### src/hw/rtl/acrms_pkg.sv
package acrms_pkg;

   localparam int SAMPLE_W = 16;
   localparam int FRAC_W   = 4;
   localparam int OFS_W    = SAMPLE_W + FRAC_W;
   localparam int RMS_W    = 17 + FRAC_W;
   localparam int CUR_W    = 30;
   localparam int LEN_W    = 13;
   localparam int COEF_W   = 20;

   localparam logic [1:0] REG_WINDOW    = 2'd0;
   localparam logic [1:0] REG_CALIB     = 2'd1;
   localparam logic [1:0] REG_SLOPE     = 2'd2;
   localparam logic [1:0] REG_INTERCEPT = 2'd3;

   localparam logic KIND_MEASURE = 1'b0;
   localparam logic KIND_CALIB   = 1'b1;

   typedef struct packed {
      logic                       kind;
      logic [63:0]                sum;
      logic [16:0]                count;
      logic signed [SAMPLE_W-1:0] low;
      logic signed [SAMPLE_W-1:0] high;
   } job_type;

endpackage

### src/hw/rtl/acrms_front.sv
module acrms_front #(
   parameter int CNT_W = 13
) (
   input  logic                                clock,
   input  logic                                reset,
   input  logic                                req_valid,
   output logic                                req_ready,
   input  logic                                req_action,
   input  logic signed [acrms_pkg::SAMPLE_W-1:0] req_sample,
   input  logic [CNT_W-1:0]                    win_len,
   input  logic [CNT_W-1:0]                    cal_len,
   input  logic signed [acrms_pkg::OFS_W-1:0]  offset,
   input  logic                                cal_busy,
   output logic                                job_valid,
   input  logic                                job_ready,
   output acrms_pkg::job_type                  job
);
   import acrms_pkg::*;

   logic [CNT_W-1:0] mcnt_ff, mcnt_in, ccnt_ff, ccnt_in;
   logic [63:0] ssum_ff, ssum_in;
   logic signed [39:0] csum_ff, csum_in;
   logic signed [SAMPLE_W-1:0] low_ff, low_in, high_ff, high_in;
   logic jv_ff, jv_in;
   job_type job_ff, job_in;
   logic take, done;
   logic signed [OFS_W+1:0] ac;
   logic [OFS_W:0] mag;
   logic [CNT_W-1:0] mnext, cnext;

   // hold samples while the job slot is full or a new offset is still being computed
   assign req_ready = (!jv_ff || (job_ready && job_ff.kind != KIND_CALIB)) && !cal_busy;
   assign take = req_valid && req_ready;
   assign ac = $signed({{2{req_sample[SAMPLE_W-1]}}, req_sample, {FRAC_W{1'b0}}})
             - $signed({{2{offset[OFS_W-1]}}, offset});
   assign mag = ac[OFS_W+1] ? (OFS_W+1)'(0) - ac[OFS_W:0] : ac[OFS_W:0];
   assign mnext = mcnt_ff + 1'b1;
   assign cnext = ccnt_ff + 1'b1;

   always_comb begin
      mcnt_in = mcnt_ff; ccnt_in = ccnt_ff; ssum_in = ssum_ff; csum_in = csum_ff;
      low_in = low_ff; high_in = high_ff;
      jv_in = jv_ff && !job_ready; job_in = job_ff; done = 1'b0;
      if (take) begin
         if (req_action) begin
            csum_in = csum_ff + 40'(req_sample);
            ccnt_in = cnext;
            done = cnext >= cal_len;
            if (done) begin
               job_in.kind = KIND_CALIB;
               job_in.sum = 64'(csum_in);
               job_in.count = 17'(cnext);
               job_in.low = '0; job_in.high = '0;
               csum_in = '0; ccnt_in = '0;
            end
         end else begin
            ssum_in = ssum_ff + 64'(mag * mag);
            if (req_sample < low_ff) low_in = req_sample;
            if (req_sample > high_ff) high_in = req_sample;
            mcnt_in = mnext;
            done = mnext >= win_len;
            if (done) begin
               job_in.kind = KIND_MEASURE;
               job_in.sum = ssum_in;
               job_in.count = 17'(mnext);
               job_in.low = low_in; job_in.high = high_in;
               ssum_in = '0; mcnt_in = '0;
               low_in = 16'sh7fff; high_in = -16'sh8000;
            end
         end
         if (done) jv_in = 1'b1;
      end
   end

   always_ff @(posedge clock) begin
      job_ff <= job_in;
      if (reset) begin
         mcnt_ff <= '0; ccnt_ff <= '0; ssum_ff <= '0; csum_ff <= '0;
         low_ff <= 16'sh7fff; high_ff <= -16'sh8000; jv_ff <= 1'b0;
      end else begin
         mcnt_ff <= mcnt_in; ccnt_ff <= ccnt_in; ssum_ff <= ssum_in; csum_ff <= csum_in;
         low_ff <= low_in; high_ff <= high_in; jv_ff <= jv_in;
      end
   end

   assign job_valid = jv_ff;
   assign job = job_ff;
endmodule

### src/hw/rtl/acrms_back.sv
module acrms_back (
   input  logic                                 clock,
   input  logic                                 reset,
   input  logic                                 job_valid,
   output logic                                 job_ready,
   input  acrms_pkg::job_type                   job,
   input  logic [acrms_pkg::COEF_W-1:0]         slope,
   input  logic [acrms_pkg::COEF_W-1:0]         intercept,
   output logic signed [acrms_pkg::OFS_W-1:0]   offset,
   output logic                                 cal_busy,
   output logic                                 rsp_valid,
   input  logic                                 rsp_ready,
   output logic                                 rsp_kind,
   output logic [acrms_pkg::RMS_W-1:0]          rsp_rms_counts_q4,
   output logic signed [acrms_pkg::CUR_W-1:0]   rsp_current_ua,
   output logic signed [acrms_pkg::SAMPLE_W-1:0] rsp_min_sample,
   output logic signed [acrms_pkg::SAMPLE_W-1:0] rsp_max_sample,
   output logic [acrms_pkg::SAMPLE_W-1:0]       rsp_peak_to_peak,
   output logic signed [acrms_pkg::OFS_W-1:0]   rsp_offset_q4
);
   import acrms_pkg::*;

   typedef enum logic [5:0] {
      S_IDLE = 6'b000001, S_DIV = 6'b000010, S_SQRT = 6'b000100,
      S_MUL = 6'b001000, S_FIN = 6'b010000, S_OUT = 6'b100000
   } state_type;

   state_type st_ff, st_in;
   job_type jb_ff;
   logic [63:0] q_ff, q_in;
   logic [17:0] r_ff, r_in;
   logic [6:0] i_ff, i_in;
   logic neg_ff;
   logic [63:0] rem_ff, res_ff, bit_ff;
   logic [41:0] prod_ff;
   logic signed [OFS_W-1:0] ofs_ff;
   logic [18:0] rtry;
   logic [63:0] num;
   logic [64:0] sqt;
   logic [63:0] sres;

   assign job_ready = st_ff == S_IDLE;
   // new offset not yet in force
   assign cal_busy = (st_ff != S_IDLE) && (st_ff != S_OUT) && (jb_ff.kind == KIND_CALIB);
   // numerator: measure sum, or |2*16*csum|+n for rounded calibration
   always_comb begin
      if (job.kind == KIND_CALIB) begin
         num = job.sum[63] ? (64'd0 - job.sum) : job.sum;
         num = (num << (FRAC_W + 1)) + 64'(job.count);
      end else num = job.sum;
   end

   assign rtry = {r_ff, q_ff[63]} - {1'b0, (jb_ff.kind == KIND_CALIB) ?
                 {jb_ff.count, 1'b0} : {1'b0, jb_ff.count}};
   assign sqt = {1'b0, rem_ff} - {1'b0, res_ff + bit_ff};
   assign sres = q_ff;

   always_comb begin
      st_in = st_ff; q_in = q_ff; r_in = r_ff; i_in = i_ff;
      unique case (st_ff)
         S_IDLE: if (job_valid) begin
            st_in = S_DIV; q_in = num; r_in = '0; i_in = 7'd64;
         end
         S_DIV: begin
            if (!rtry[18]) begin
               r_in = rtry[17:0]; q_in = {q_ff[62:0], 1'b1};
            end else begin
               r_in = {r_ff[16:0], q_ff[63]}; q_in = {q_ff[62:0], 1'b0};
            end
            i_in = i_ff - 1'b1;
            if (i_ff == 7'd1) st_in = (jb_ff.kind == KIND_CALIB) ? S_FIN : S_SQRT;
         end
         S_SQRT: begin
            i_in = i_ff - 1'b1;
            if (i_ff == 7'd1) st_in = S_MUL;
         end
         S_MUL: st_in = S_FIN;
         S_FIN: st_in = S_OUT;
         S_OUT: if (rsp_ready) st_in = S_IDLE;
         default: st_in = S_IDLE;
      endcase
   end

   always_ff @(posedge clock) begin
      q_ff <= q_in; r_ff <= r_in;
      if (st_ff == S_IDLE) begin
         jb_ff <= job; neg_ff <= job.sum[63];
      end
      if (st_ff == S_DIV && i_ff == 7'd1) begin
         rem_ff <= q_in; res_ff <= '0; bit_ff <= 64'h4000_0000_0000_0000;
      end
      if (st_ff == S_SQRT) begin
         if (!sqt[64]) begin
            rem_ff <= sqt[63:0]; res_ff <= (res_ff >> 1) + bit_ff;
         end else res_ff <= res_ff >> 1;
         bit_ff <= bit_ff >> 2;
      end
      if (st_ff == S_MUL) prod_ff <= res_ff[RMS_W-1:0] * slope;
      if (st_ff == S_FIN) begin
         if (jb_ff.kind == KIND_CALIB) begin
            ofs_ff <= neg_ff ? OFS_W'(0) - sres[OFS_W-1:0] : sres[OFS_W-1:0];
            rsp_rms_counts_q4 <= '0; rsp_current_ua <= '0;
            rsp_min_sample <= '0; rsp_max_sample <= '0; rsp_peak_to_peak <= '0;
         end else begin
            rsp_rms_counts_q4 <= res_ff[RMS_W-1:0];
            rsp_current_ua <= CUR_W'((prod_ff + 42'd2048) >> 12) - CUR_W'(intercept);
            rsp_min_sample <= jb_ff.low; rsp_max_sample <= jb_ff.high;
            rsp_peak_to_peak <= jb_ff.high - jb_ff.low;
         end
         rsp_kind <= jb_ff.kind;
      end
      if (st_ff == S_DIV && i_ff == 7'd1) i_ff <= 7'd32; else i_ff <= i_in;
      if (reset) begin
         st_ff <= S_IDLE; ofs_ff <= '0;
      end else st_ff <= st_in;
   end

   assign offset = ofs_ff;
   assign rsp_offset_q4 = ofs_ff;
   assign rsp_valid = st_ff == S_OUT;
endmodule

### src/hw/rtl/ac_rms_current_meter_unit.sv
// channel | direction | transaction
// req     | in        | action, sample
// rsp     | out       | window or calibration result
// csr     | in/out    | register write and read
// a sample is taken each cycle unless the job slot is full or an offset is being computed
// window end: divide, square root, multiply, finish
// calibration end: divide and finish, samples wait for the new offset
// the front keeps accumulating while the back computes a window; one job is buffered
// synchronous active-high reset clears counts, sums and offset
module ac_rms_current_meter_unit #(
   parameter int MAX_WINDOW = 4096
) (
   input  logic clock,
   input  logic reset,
   input  logic req_valid,
   output logic req_ready,
   input  logic req_action,
   input  logic signed [15:0] req_sample,
   output logic rsp_valid,
   input  logic rsp_ready,
   output logic rsp_kind,
   output logic [20:0] rsp_rms_counts_q4,
   output logic signed [29:0] rsp_current_ua,
   output logic signed [15:0] rsp_min_sample,
   output logic signed [15:0] rsp_max_sample,
   output logic [15:0] rsp_peak_to_peak,
   output logic signed [19:0] rsp_offset_q4,
   input  logic psel,
   input  logic penable,
   input  logic pwrite,
   input  logic [3:0] paddr,
   input  logic [31:0] pwdata,
   output logic [31:0] prdata,
   output logic pready
);
   import acrms_pkg::*;
   localparam int CNT_W = $clog2(MAX_WINDOW) + 1;

   logic [LEN_W-1:0] win_ff, cal_ff;
   logic [COEF_W-1:0] slope_ff, icpt_ff;
   logic [CNT_W-1:0] win_eff, cal_eff;
   logic signed [OFS_W-1:0] offset;
   logic cal_busy;
   logic job_valid, job_ready;
   job_type job;
   logic [1:0] ridx;

   assign pready = 1'b1;
   assign ridx = paddr[3:2];

   always_ff @(posedge clock) begin
      if (reset) begin
         win_ff <= 13'd2000; cal_ff <= 13'd500; slope_ff <= 20'd458446; icpt_ff <= 20'd8807;
      end else if (psel && penable && pwrite) begin
         unique case (ridx)
            REG_WINDOW:    win_ff <= pwdata[LEN_W-1:0];
            REG_CALIB:     cal_ff <= pwdata[LEN_W-1:0];
            REG_SLOPE:     slope_ff <= pwdata[COEF_W-1:0];
            REG_INTERCEPT: icpt_ff <= pwdata[COEF_W-1:0];
            default: ;
         endcase
      end
   end

   always_comb begin
      unique case (ridx)
         REG_WINDOW:    prdata = 32'(win_ff);
         REG_CALIB:     prdata = 32'(cal_ff);
         REG_SLOPE:     prdata = 32'(slope_ff);
         REG_INTERCEPT: prdata = 32'(icpt_ff);
         default:       prdata = '0;
      endcase
   end

   always_comb begin
      if (win_ff == '0) win_eff = CNT_W'(1);
      else if (32'(win_ff) > MAX_WINDOW) win_eff = CNT_W'(MAX_WINDOW);
      else win_eff = CNT_W'(win_ff);
      if (cal_ff == '0) cal_eff = CNT_W'(1);
      else if (32'(cal_ff) > MAX_WINDOW) cal_eff = CNT_W'(MAX_WINDOW);
      else cal_eff = CNT_W'(cal_ff);
   end

   acrms_front #(.CNT_W(CNT_W)) u_front (
      .clock, .reset, .req_valid, .req_ready, .req_action, .req_sample,
      .win_len(win_eff), .cal_len(cal_eff), .offset, .cal_busy,
      .job_valid, .job_ready, .job
   );

   acrms_back u_back (
      .clock, .reset, .job_valid, .job_ready, .job,
      .slope(slope_ff), .intercept(icpt_ff), .offset, .cal_busy,
      .rsp_valid, .rsp_ready, .rsp_kind, .rsp_rms_counts_q4, .rsp_current_ua,
      .rsp_min_sample, .rsp_max_sample, .rsp_peak_to_peak, .rsp_offset_q4
   );
endmodule

### config.mk
export PLATFORM = sky130hd
export DESIGN_NAME = ac_rms_current_meter_unit
export DESIGN_NICKNAME = d
export VERILOG_FILES = /design/src/hw/rtl/acrms_pkg.sv /design/src/hw/rtl/acrms_front.sv /design/src/hw/rtl/acrms_back.sv /design/src/hw/rtl/ac_rms_current_meter_unit.sv
export SDC_FILE = /design/constraint.sdc
export NUM_CORES = 2
export LEC_CHECK = 0
export BUFFER_PORTS_ARGS = -buffer_cell sky130_fd_sc_hd__buf_2
export CORE_MARGIN = 8
export CORE_UTILIZATION = 45
export CTS_CLUSTER_SIZE = 40
export DETAILED_ROUTE_END_ITERATION = 16
export PLACE_DENSITY_LB_ADDON = 0.12
export SLEW_MARGIN = 25
export SYNTH_ARGS = -nofsm -noshare
export SYNTH_HDL_FRONTEND = slang
export SYNTH_HIERARCHICAL = 1
export SYNTH_SLANG_ARGS = --single-unit
### constraint.sdc
create_clock -name clock -period 25.2 [get_ports clock]
set_input_delay 3.78 -clock clock [delete_from_list [all_inputs] [get_ports clock]]
set_output_delay 3.78 -clock clock [all_outputs]
set_load 0.05 [all_outputs]
# Word-level counts from Yosys, hierarchy flattened
# Index checks and enable logic that the tools add are counted.
# totals
register_bits,810
latchBits,0
mem_bits_rw,0
mem_bits_ro,0
input_bits,60
output_inout_bits,155
word_cells,160
mem_count,0
# classes
addsub,17
n_mul,2
div,0
n_lt_le_gt_ge,6
n_eq_ne,17
n_shift,0
mux,47
bitwise,2
reduce_logical,32
# op_table
op,count
$mux W64,9
$mux W114,3
$pmux W32 S4,1
$pmux W64 S2,1
$mux W61,2
$mux W13,6
$sub A64 B64 Y65,1
$add A63 B63 Y64,1
$add A64 B17 Y64,1
$add A64 B42 Y64,1
$add A64 B63 Y64,1
$mux W16,4
$mux W59,1
$sub A1 B59 Y59 const A,1
$mux W18,3
$add A41 B12 Y42 const B,1
$mul A21 B21 Y42,1
$mul A21 B20 Y41,1
$add A40 B16 Y40,1
$mux W40,1
$pmux W18 S2,1
$pmux W6 S6,1
$sub A30 B20 Y30,1
$add A13 B1 Y13 const B,2
41 further kinds,77

# Longest topological paths before layout
# logic_depth
word_depth,9
depth_mapped,41
mapped_depth_nobuf,37

# Hierarchy
# The synthesis kept the hierarchy.
# modules_own_cells
mod,n_inst,cells_per_inst,area_per_inst_um2,seq_area_each_um2
acrms_back,1,5105,45870.2,12071.6
acrms_front,1,3315,29832.4,6566.3
ac_rms_current_meter_unit,1,344,3407.0,1321.3

# Least setup slack after synthesis
# OpenSTA, ideal clock, no wires.
# synth_path
path_kind,input port to flip-flop
start,in req_action
end,reg u_front.jv_ff (netlist: u_front/job_valid)
setup_ns,0.095
arrival_ns,12.890
required_time_ns,25.105
slack_ns,12.215
path_stages,4
path_buffers,1
cell_sequence,clkbuf_1 -> and2_0 -> a211oi_1 -> o21a_1
# synth_between
elab_chain_cells,4
# synth_lines
element,line_no,text
"start, declared",ac_rms_current_meter_unit.sv:17,"input logic req_action,"
$mux W1,acrms_front.sv:45,if (req_action) begin
$mux W1,acrms_front.sv:44,if (take) begin
$mux W1,acrms_front.sv:71,if (done) jv_in = 1'b1;
$mux W1,acrms_front.sv:44,
"end signal, assigned",acrms_front.sv:82,low_ff <= low_in; high_ff <= high_in; jv_ff <= jv_in;
"end, declared",acrms_front.sv:24,"logic jv_ff, jv_in;"
# Every way passes these cells. The select of a mux whose other input is x is not followed.
# A chain may end at the register's enable or synchronous reset.

# Worst setup path after layout
# layout_path
start,in req_sample[2]
end,"reg u_front.job_ff (netlist bit u_front/job[103]), data pin"
# layout_between
elab_chain_cells,7
elab_cells_between_ends,9
cone_classes,4 x add/sub; 1 x mul; 4 x mux
# layout_lines
element,line_no,text
"start, declared",ac_rms_current_meter_unit.sv:18,"input logic signed [15:0] req_sample,"
$sub A20 B20 Y21,acrms_front.sv:35,"- $signed({{2{offset[OFS_W-1]}}, offset});"
$sub A1 B21 Y21,acrms_front.sv:36,assign mag = ac[OFS_W+1] ? (OFS_W+1)'(0) - ac[OFS_W:0] : ac[OFS_W:0];
$mux W21,acrms_front.sv:36,
$mul A21 B21 Y42,acrms_front.sv:57,ssum_in = ssum_ff + 64'(mag * mag);
$add A64 B42 Y64,acrms_front.sv:57,
$mux W114,acrms_front.sv:62,if (done) begin
$mux W114 *,acrms_front.sv:45,
"end signal, assigned",acrms_front.sv:76,job_ff <= job_in;
"end, declared",acrms_front.sv:25,"job_type job_ff, job_in;"
# Every way passes the cells marked *; elsewhere a longest branch is shown, timed or not. The select of a mux whose other input is x is not followed.

==> results.sh <==
export IMPL_min_period_ns=14.21
export IMPL_drt_first_iter_violations=4831
export IMPL_finalWirelength_um=228000
export IMPL_rrSetupSlack_ns=13.47
export IMPL_cpMostUsedCell="inv_1"
export IMPL_crit_required_ns=25.63
export IMPL_max_cap_violations=0
export IMPL_finalMaxSlewViolations=0
export IMPL_post_drt_wl_per_cell_um=20.4
export IMPL_synth_flop_cell="edfxtp_1"
export IMPL_clock_latency_ns=0.75
export IMPL_place_hpwl_um=173000
export IMPL_num_rows=154
export IMPL_yosysTopAreaCell="fa_1"
export IMPL_fmax_mhz=70.4
export IMPL_period_share=0.564
export IMPL_detail_route_antenna_nets=0
export IMPL_tightest_slew_ns=1.01
export IMPL_synth_top_area_share=0.176
export IMPL_cts_tree="yes"
export IMPL_port_buffers=187
export IMPL_final_cell_mix="inv_1, nand2_1, fa_1, nor2_1, ha_1"
export IMPL_synthTopCellsByArea="fa_1, edfxtp_1, dfxtp_1"
export IMPL_routabilityCongestion=0.895
export IMPL_post_cts_buffers=0
export IMPL_ys_ff_latch=795
export IMPL_drive_gt1_frac=0.0708
export IMPL_vias_per_cell=5.57
export IMPL_coreArea_sq_um=175000
export IMPL_synth_edf_count=404
export IMPL_min_path_type="flop to flop"
export IMPL_yosysSeqAreaShare=0.252
export IMPL_syn_inst=8764
export IMPL_finClkSkew_ns=0.0775
export IMPL_synth_distinct_cells=118
export IMPL_r2r_end="u_front/job[103]"
export IMPL_ys_warn_count=6
export IMPL_grt_pass1_wl_um=358000
export IMPL_crit_slowest_cell="o21ai_2"
export IMPL_rr_startpoint="u_back/offset[0]"
export IMPL_firstDrtPassIters=6
export IMPL_root_buffer="clkbuf_16"
export IMPL_critPathArrivalTime_ns=14.63
export IMPL_drcViolationCount=0
export IMPL_clk_path_buf_depth=3
export IMPL_htree_levels=3
export IMPL_synth_area_sq_um=79100
export IMPL_num_vias=62100
export IMPL_dieHeight_um=435
export IMPL_ys_async_sr_fraction=0
export IMPL_critPathCaptureType="flop"
export IMPL_dieArea_sq_um=189000
export IMPL_place_area_sq_um=82100
export IMPL_setup_worst_path_class="input port to flop"
export IMPL_fin_util=0.487
export IMPL_grt_max_degree=121
export IMPL_setup_violations_final=0
export IMPL_finalHoldViolCount=0
export IMPL_clk_pin_slew_worst_paths_ns=0.06
export IMPL_initial_core_util=0.451
export IMPL_holdCritStartpoint="u_front/job[9]"
export IMPL_relSlewSlack=0.318
export IMPL_cpPeakStageDelay_ns=0.73
export IMPL_fin_nets=10100
export IMPL_worst_r2r_path_depth=38
export IMPL_synthToLayoutAreaGrowth_pct=7.98
export IMPL_io_pins=215
export IMPL_post_cts_resize_count=0
export IMPL_fin_area_sq_um=85400
export IMPL_final_common_cell="inv_1"
export IMPL_cp_top_family="adder cells"
export IMPL_avgSynthCellArea_sq_um=9.03
export IMPL_fp_dieW_um=435
export IMPL_rsz0062_at_grt="no"
export IMPL_instances_no_fill=11200
export IMPL_cp_start_kind="input port"
export IMPL_crit_buf_inv=10
export IMPL_grt_overflow_total=0
export IMPL_grt_pass1_vias=61800
export IMPL_dp_cells=11000
export IMPL_cts_sinks=795
export IMPL_numCtsBuffers=95
export IMPL_cp_max_fo=21
export IMPL_setup_tns_ns=0
export IMPL_holdPathEnd="u_back/jb_ff[9]"
export IMPL_antenna_found_initial=5
export IMPL_cts_hold_buffers=0
export IMPL_grt_util_all_layers=0.233
export IMPL_outcome="complete, no violations"
export IMPL_whs_path_depth=0
## through the flow
stage,hold WS (ns),setup slack [ns]
finish,0.416,10.99
global route,0.420,10.32
CTS,0.416,11.11
detailed placement,0.405,10.31
global placement,0.404,10.42
floorplan,0.400,12.22
## cell type report
type	instances	area, sq um
Timing Repair Buffer	299	1800
Multi-Input combinational cell	6496	53500
Inverter	1036	3890
Tap cell	2340	2930
Antenna cell	6	15.0
Fill cell	16800	89900
Sequential cell	795	20000
Clock buffer	116	2580
Clock inverter	62	736
## synthesized netlist by cell type (19+ instances only)
cell	n
a211oi_1	68
a21boi_0	23
a21o_1	157
a21oi_1	391
a222oi_1	34
a22o_1	33
a22oi_1	42
a31oi_1	116
and2_1	315
and3_1	64
and4_1	19
buf_1	26
buf_2	46
buf_4	45
clkbuf_1	338
dfxtp_1	391
edfxtp_1	404
fa_1	694
ha_1	621
inv_1	1029
mux2_2	19
mux2i_1	206
nand2_1	825
nand2b_1	104
nand3_1	171
nand3b_1	23
nand4_1	83
nor2_1	643
nor2b_1	132
nor3_1	114
nor4_1	45
o211ai_1	35
o21a_1	38
o21ai_0	377
o21bai_1	43
o31ai_1	46
o41ai_1	27
or2_2	25
or3_1	64
xnor2_1	297
xor2_1	236
## flip-flops by register name (all words and copies together), names as in the netlist, 21 cells and up
register and count:
u_back/q_ff 64, u_back/rsp_current_ua 30, u_back/res_ff 64, u_back/rem_ff 64, u_front/ssum_ff 64, u_back/bit_ff 32
u_front/csum_ff 40, u_back/rsp_rms_counts_q4 21, u_front/job 110, u_back/prod_ff 30, u_back/jb_ff 50
## worst reg2reg max path, delay by kind of cell (launching register included)
family          cells  cell delay (ns)
xor+xnor            2             0.78
flops               1             0.34
buf+inv            10             1.62
fa+ha+maj           9             4.21
compound gates     10             2.43
simple gates        7             2.08
## layer usage
metal | global-route usage | wire [um] | up-vias
met5 | 0 | 0 | -
met4 | 0.0678 | 6570 | 0
met3 | 0.0224 | 9770 | 319
met2 | 0.382 | 105000 | 1481
met1 | 0.329 | 106000 | 30600
li1 | - | - | 29700
## how the worst max path moves through the flow
stage                       start           endpoint  slack (ns)  cells past startpoint
floorplan              req_action  u_front/job_valid       12.22                      4
global placement    req_sample[2]   u_front/job[103]       10.42                     38
detailed placement  req_sample[2]   u_front/job[103]       10.31                     38
CTS                 req_sample[2]   u_front/job[103]       11.11                     38
global route        req_sample[2]   u_front/job[103]       10.32                     38
finish              req_sample[2]   u_front/job[103]       10.99                     38
## kinds of logic (layout without fill, tap and decap cells)
group	Yosys count	count (layout)	synth area share
XOR/XNOR	538	538	0.0600
multiplexers	239	239	0.0326
AND/OR/NAND/NOR	2710	2710	0.168
other	4	39	0.000190
buffers and inverters	1502	1513	0.0750
AO/OA/AOI/OAI	1661	1661	0.138
adder cells (fa/ha/maj)	1315	1315	0.274
flip-flops	795	795	0.252
Power is not shown: default switching activity piles up to over one toggle a cycle in this logic, so the estimate is an artifact.
